## src/rtl/core/scc_pkg.sv

```systemverilog
// Shared types and constants for the strongly connected components engine.
// No dependencies; every other file of the block imports this package.
package scc_pkg;

   localparam int VERT_W = 6;
   localparam int NV_W   = 7;

   localparam logic [NV_W-1:0] NV_RESET = 7'd64;

   // request kinds
   localparam logic REQ_ADD_EDGE = 1'b0;
   localparam logic REQ_RUN      = 1'b1;

   // register index (paddr[2])
   localparam logic CSR_IDX_NUM_VERTICES = 1'b0;

   typedef struct packed {
      logic add_edge;
      logic p1_init;
      logic root_skip;
      logic root_take;
      logic scan_start;
      logic advance;
      logic push;
      logic pop;
      logic restore;
      logic p2_init;
      logic fs_pop;
      logic p2_root;
      logic emit;
      logic comp_end;
      logic flush;
      logic transposed;
   } cmd_type;

   typedef struct packed {
      logic scan_done;
      logic found;
      logic nb_visited;
      logic root_end;
      logic root_visited;
      logic depth_one;
      logic fs_empty;
      logic fs_visited;
      logic emit_ok;
      logic out_slot;
   } status_type;

endpackage

```

## src/rtl/core/scc_ctrl.sv

```systemverilog
// Sequencer for the two depth-first passes of the component engine.
// Depends on scc_pkg; drives scc_dp through cmd_type and reads status_type.
module scc_ctrl import scc_pkg::*; (
   input  logic       clock,
   input  logic       reset,
   input  logic       req_valid,
   input  logic       req_kind,
   output logic       req_ready,
   input  status_type stat,
   output cmd_type    cmd
);

   localparam logic [3:0] S_IDLE      = 4'd0;
   localparam logic [3:0] S_P1_INIT   = 4'd1;
   localparam logic [3:0] S_P1_ROOT   = 4'd2;
   localparam logic [3:0] S_SCAN_GO   = 4'd3;
   localparam logic [3:0] S_SCAN_WAIT = 4'd4;
   localparam logic [3:0] S_STEP      = 4'd5;
   localparam logic [3:0] S_RESTORE   = 4'd6;
   localparam logic [3:0] S_P2_INIT   = 4'd7;
   localparam logic [3:0] S_P2_POP    = 4'd8;
   localparam logic [3:0] S_P2_ROOT   = 4'd9;
   localparam logic [3:0] S_FINISH    = 4'd10;

   logic [3:0] state_ff, state_in;
   logic       pass2_ff, pass2_in;

   always_ff @(posedge clock) begin
      if (reset) begin
         state_ff <= S_IDLE;
         pass2_ff <= 1'b0;
      end else begin
         state_ff <= state_in;
         pass2_ff <= pass2_in;
      end
   end

   assign req_ready = (state_ff == S_IDLE);

   always_comb begin
      state_in       = state_ff;
      pass2_in       = pass2_ff;
      cmd            = '0;
      cmd.transposed = pass2_ff;
      unique case (state_ff)
         S_IDLE: begin
            if (req_valid) begin
               if (req_kind == REQ_RUN) state_in = S_P1_INIT;
               else cmd.add_edge = 1'b1;
            end
         end
         S_P1_INIT: begin
            cmd.p1_init = 1'b1;
            pass2_in    = 1'b0;
            state_in    = S_P1_ROOT;
         end
         S_P1_ROOT: begin
            priority if (stat.root_end) state_in = S_P2_INIT;
            else if (stat.root_visited) cmd.root_skip = 1'b1;
            else begin
               cmd.root_take = 1'b1;
               state_in      = S_SCAN_GO;
            end
         end
         S_SCAN_GO: begin
            cmd.scan_start = 1'b1;
            state_in       = S_SCAN_WAIT;
         end
         S_SCAN_WAIT: begin
            if (stat.scan_done) state_in = S_STEP;
         end
         S_STEP: begin
            priority if (!stat.found) begin
               // vertex finished: drop its frame
               cmd.pop = 1'b1;
               priority if (!stat.depth_one) state_in = S_RESTORE;
               else if (pass2_ff) begin
                  cmd.comp_end = 1'b1;
                  state_in     = S_P2_POP;
               end else state_in = S_P1_ROOT;
            end else if (stat.nb_visited) begin
               cmd.advance = 1'b1;
               state_in    = S_SCAN_GO;
            end else if (!pass2_ff || stat.emit_ok) begin
               cmd.push = 1'b1;
               cmd.emit = pass2_ff;
               state_in = S_SCAN_GO;
            end
         end
         S_RESTORE: begin
            cmd.restore = 1'b1;
            state_in    = S_SCAN_GO;
         end
         S_P2_INIT: begin
            cmd.p2_init = 1'b1;
            pass2_in    = 1'b1;
            state_in    = S_P2_POP;
         end
         S_P2_POP: begin
            if (stat.fs_empty) state_in = S_FINISH;
            else begin
               cmd.fs_pop = 1'b1;
               state_in   = S_P2_ROOT;
            end
         end
         S_P2_ROOT: begin
            priority if (stat.fs_visited) state_in = S_P2_POP;
            else if (stat.emit_ok) begin
               cmd.p2_root = 1'b1;
               cmd.emit    = 1'b1;
               state_in    = S_SCAN_GO;
            end
         end
         S_FINISH: begin
            if (stat.out_slot) begin
               cmd.flush = 1'b1;
               state_in  = S_IDLE;
            end
         end
         default: state_in = S_IDLE;
      endcase
   end

endmodule

```

## config.mk

```make
export PLATFORM = sky130hd
export DESIGN_NAME = scc_ctrl
export DESIGN_NICKNAME = d
export VERILOG_FILES = /design/src/rtl/core/scc_pkg.sv /design/src/rtl/core/scc_ctrl.sv
export SDC_FILE = /design/constraint.sdc
export NUM_CORES = 1
export LEC_CHECK = 0
export ABC_AREA = 1
export ABC_CLOCK_PERIOD_IN_PS = 1200
export BUFFER_PORTS_ARGS = -buffer_cell sky130_fd_sc_hd__buf_2
export CORE_UTILIZATION = 40
export DETAILED_ROUTE_END_ITERATION = 12
export PLACE_DENSITY = 0.8
export SETUP_SLACK_MARGIN = 0.3
export SKIP_LAST_GASP = 1
export SYNTH_ARGS = -nofsm -noshare
export SYNTH_HDL_FRONTEND = slang
export SYNTH_SLANG_ARGS = --single-unit
```

## constraint.sdc

```tcl
create_clock -name clock -period 1.2 [get_ports clock]
set_input_delay 0.24 -clock clock [delete_from_list [all_inputs] [get_ports clock]]
set_output_delay 0.24 -clock clock [all_outputs]
set_load 0.01 [all_outputs]
```

* Yosys cells after proc, flatten, opt, wreduce, memory -nomap -nowiden
Index checks and enable logic that the tools add are counted.
Widths: inputs -> output; s select.
** Storage, ports and cells
- Flip-flop bits (word level) :: 5
- Input port bits :: 14
- Logic and storage cells :: 72
** Operators by class
- Equal/unequal tests :: 17
- Muxes and demuxes :: 48
- Reductions and logical operators :: 5
** Operator list (number)
- $mux 4 :: 13
- $pmux 4 s11 :: 1
- $mux 1 :: 25
- $eq 4x3->1 const B :: 4
- $eq 4x4->1 const B :: 3
- $mux 2 :: 6
- $eq 4x2->1 const B :: 2
- $ne 2x2->1 const B :: 4
- $reduce_and 7->1 :: 1
- $ne 3x3->1 const B :: 2
- $eq 4x1->1 const B :: 1
- $logic_not 4->1 :: 1
- $ne 4x4->1 const B :: 1
- $pmux 1 s2 :: 2
- $mux 3 :: 1
- $reduce_bool 2->1 :: 1
- $logic_not 1->1 :: 1
- $logic_or 1x1->1 :: 1

* Depth between registers and ports, before layout
- Depth in word-level cells :: 6
- Depth in mapped cells :: 9
- Depth with buffers taken out :: 9

* Least setup slack after synthesis
Ideal clock, no wire load.
- Path type :: register to output
- Start :: register state_ff[3]
- End :: output port cmd[3] (netlist name)
- Arrival time :: 1.047 ns
- Required time :: 0.960 ns
- Setup slack :: -0.087 ns
- Stages on the path, launching flop included :: 5
- Path through :: dfxtp_1 -> bufinv_8 -> nor2_4 -> nand3_1 -> o21ai_0
** RTL lines
- from (decl) :: line scc_ctrl.sv:25 : logic [3:0] state_ff, state_in;
- from (signal assigned) :: line scc_ctrl.sv:33 : state_ff <= state_in;
- to (decl) :: line scc_ctrl.sv:10 : output cmd_type cmd

==> metrics.yaml <==
fmax_mhz: 660
htree_levels: 1
finalWirelength_mm: 2.65
grt_usage_pct: 28.9
core_um2: 1370
dp_hpwl_mm: 1.38
cp_slowest_cell: "dfxtp_4"
failed_checks: "negative setup slack"
ant_nets: 0
setup_slack_ns: -0.314
wire_per_inst_um: 15.0
antenna_found_initial: 0
nFillCells: 74
place.gp.congestion: 0.840
drv_slew: 0
cp_top_family: "flip-flops"
pwr-share-clk_pct: 15.2
place_area_um2: 892
drtIter0Drc: 36
syn_inst: 110
grt_pass1_vias: 919
final.min_clock_period_ns: 1.51
fin_util_pct: 85.1
combPwrFrac_pct: 62.6
status: "finished, violations left"
cp_max_fo: 7
synth_fp_nets: 124
nets: 176
clk_pin_slew_ns: 0.05
drt_pass1_iterations: 4
p_sw_uw: 596
final_area_um2: 1160
finalPower_uw: 1260
startpoint_type: "flip-flop"
insertion_delay_ns: 0.24
min_path_type: "in -> reg"
cts_max_path_buffers: 2
numCtsBuffers: 3
grt_overflow: 0
fin_crit_sh_pct: 126
rows: 13
die_w_um: 41.5
rsz0062_at_grt: "yes"
hold_ws_ns: 0.209
worst_pin_slew_ns: 0.222
setup_viol: 20
chipHeight_um: 41.5
yosys_warnings: 0
ys_types: 19
max-vdd-ir-drop_uv: 929
cts-root-buf: "clkbuf_4"
cp_cell_sequence: "inv_4, nand2_4, nor2_4, nand4_1, o21ai_2, buf_2"
start_util_pct: 45.6
port_buffers: 30
cts_tree: "built"
p_sw_share_pct: 47.4
avgSynthCellArea_um2: 5.66
path_buf_inv: 2
area_growth_pct: 86.5
route.detailed.drc: 0
cellLeakagePower_uw: 0.000588
routed_via_density: 5.40
cts.sinks: 5
route.vias.total: 951
p_int_uw: 661
grt_max_degree: 8
synth_seq_cells: 5
drv_cap: 0
p_per_area_nw_per_um2: 1080
syn_area_um2: 623
max-slew-margin-rel_pct: 85.1
synth-seq-area-share_pct: 16.1
p_seq_share_pct: 22.2
max_stage_delay_ns: 0.39
diodes: 0
worstPathArrival_ns: 1.27
die_area_um2: 1720
hold_viol_final: 0
cp-end-kind: "output port"
crit_type: "reg -> out"
grt_pass1_wl_mm: 3.88
drive_above_1_share_pct: 60.9
ioPinCount: 31
clock_skew_ns: 0.00560
cp_data_required_time_ns: 0.96
-- stage by stage --
step | std cells | setup TNS, ns | setup slack [ns]
finish | 176 | -4.48 | -0.314
CTS | 173 | -3.81 | -0.267
floorplan | 110 | 0 | 0.0973
global placement | 157 | -0.0443 | -0.0285
global route | 176 | -5.75 | -0.376
detailed placement | 157 | -0.149 | -0.0447
-- cells in the final DEF, fill, tap and decap left out, types with 2 or more instances in the layout --
cell type | synthesis | routed
inv_1 | 20 | 14
nor2_4 | 5 | 11
inv_2 | 1 | 4
nand2_4 | 1 | 3
nand3_1 | 10 | 8
nor2_2 | 2 | 6
nand2_1 | 24 | 21
nand2_2 | 6 | 5
nor3_1 | 2 | 2
a21oi_1 | 6 | 5
buf_2 | 0 | 24
clkbuf_4 | 0 | 3
nand2_8 | 0 | 2
nand4_1 | 2 | 2
inv_4 | 0 | 3
dfxtp_4 | 0 | 4
buf_6 | 0 | 10
buf_4 | 2 | 15
nor2_1 | 17 | 7
-- cell families after synthesis --
| kind of cell | Yosys count | share of synthesized area (%) |
|---|---|---|
| AND/OR/NAND/NOR | 72 | 58.4 |
| buffers and inverters | 24 | 17.9 |
| AO/OA/AOI/OAI | 9 | 7.63 |
| flip-flops | 5 | 16.1 |
-- Yosys cell counts, drive strengths merged --
master / instances / share of area, %
nand3b: 1 / 1.2
dfxtp: 5 / 16
nor3: 2 / 1.6
bufinv: 1 / 2.8
nand2: 31 / 22
buf: 2 / 2.4
o21ai: 2 / 1.6
o211ai: 1 / 1.2
nor2: 24 / 21
inv: 21 / 13
a21oi: 6 / 4.8
nand3: 10 / 8.0
nand4: 2 / 2.0
nor4: 2 / 2.0
-- worst paths after layout --
| check | from | end | slack (ns) | depth (start not counted) |
|---|---|---|---|---|
| setup reg to reg | state_ff[1]$_SDFFE_PP0P_ | state_ff[1]$_SDFFE_PP0P_ | -0.28 | 10 |
| hold / removal | reset | state_ff[2]$_SDFFE_PP0P_ | 0.21 | 2 |
| setup / recovery | state_ff[1]$_SDFFE_PP0P_ | cmd[3] | -0.31 | 6 |
| hold reg to reg | state_ff[3]$_SDFFE_PP0P_ | state_ff[3]$_SDFFE_PP0P_ | 0.52 | 2 |
-- layout make-up --
class	count	area (um2)	share of cell area, %
well taps	15	18.8	1.61
flip-flops and latches	5	116	10.0
inverters	22	97.6	8.40
repair buffers	49	345	29.7
clock buffers	4	26.3	2.26
multi-input cells	81	558	48.0
-- registers in the layout, indices dropped and copies added (netlist names) --
signal and count:
state_ff 4, pass2_ff 1
-- power groups by stage --
stage	logic [uW]	registers (uW)	clock network, uW
2_1_floorplan	394	256	0
3_3_place_gp	547	263	0
3_5_place_dp	557	266	0
4_1_cts	652	275	199
5_1_grt	838	281	220
6_report	787	279	191
-- metal layers --
layer	wire length (um)	part of all wire, %	track usage [%]
met3	145	5.5	2.17
met5	0	0	0
met1	987	37	31.4
met2	1400	53	56.3
met4	112	4.2	11.6
-- repair_timing --
item                                   CTS  global route
endpoints found under the hold margin    0             0
gates resized for setup                 19             8
buffers inserted                        12             3
pin swaps                                9             5
setup endpoints to repair               22            22
hold buffers                             0             0
(Power assumes the default switching activity.)
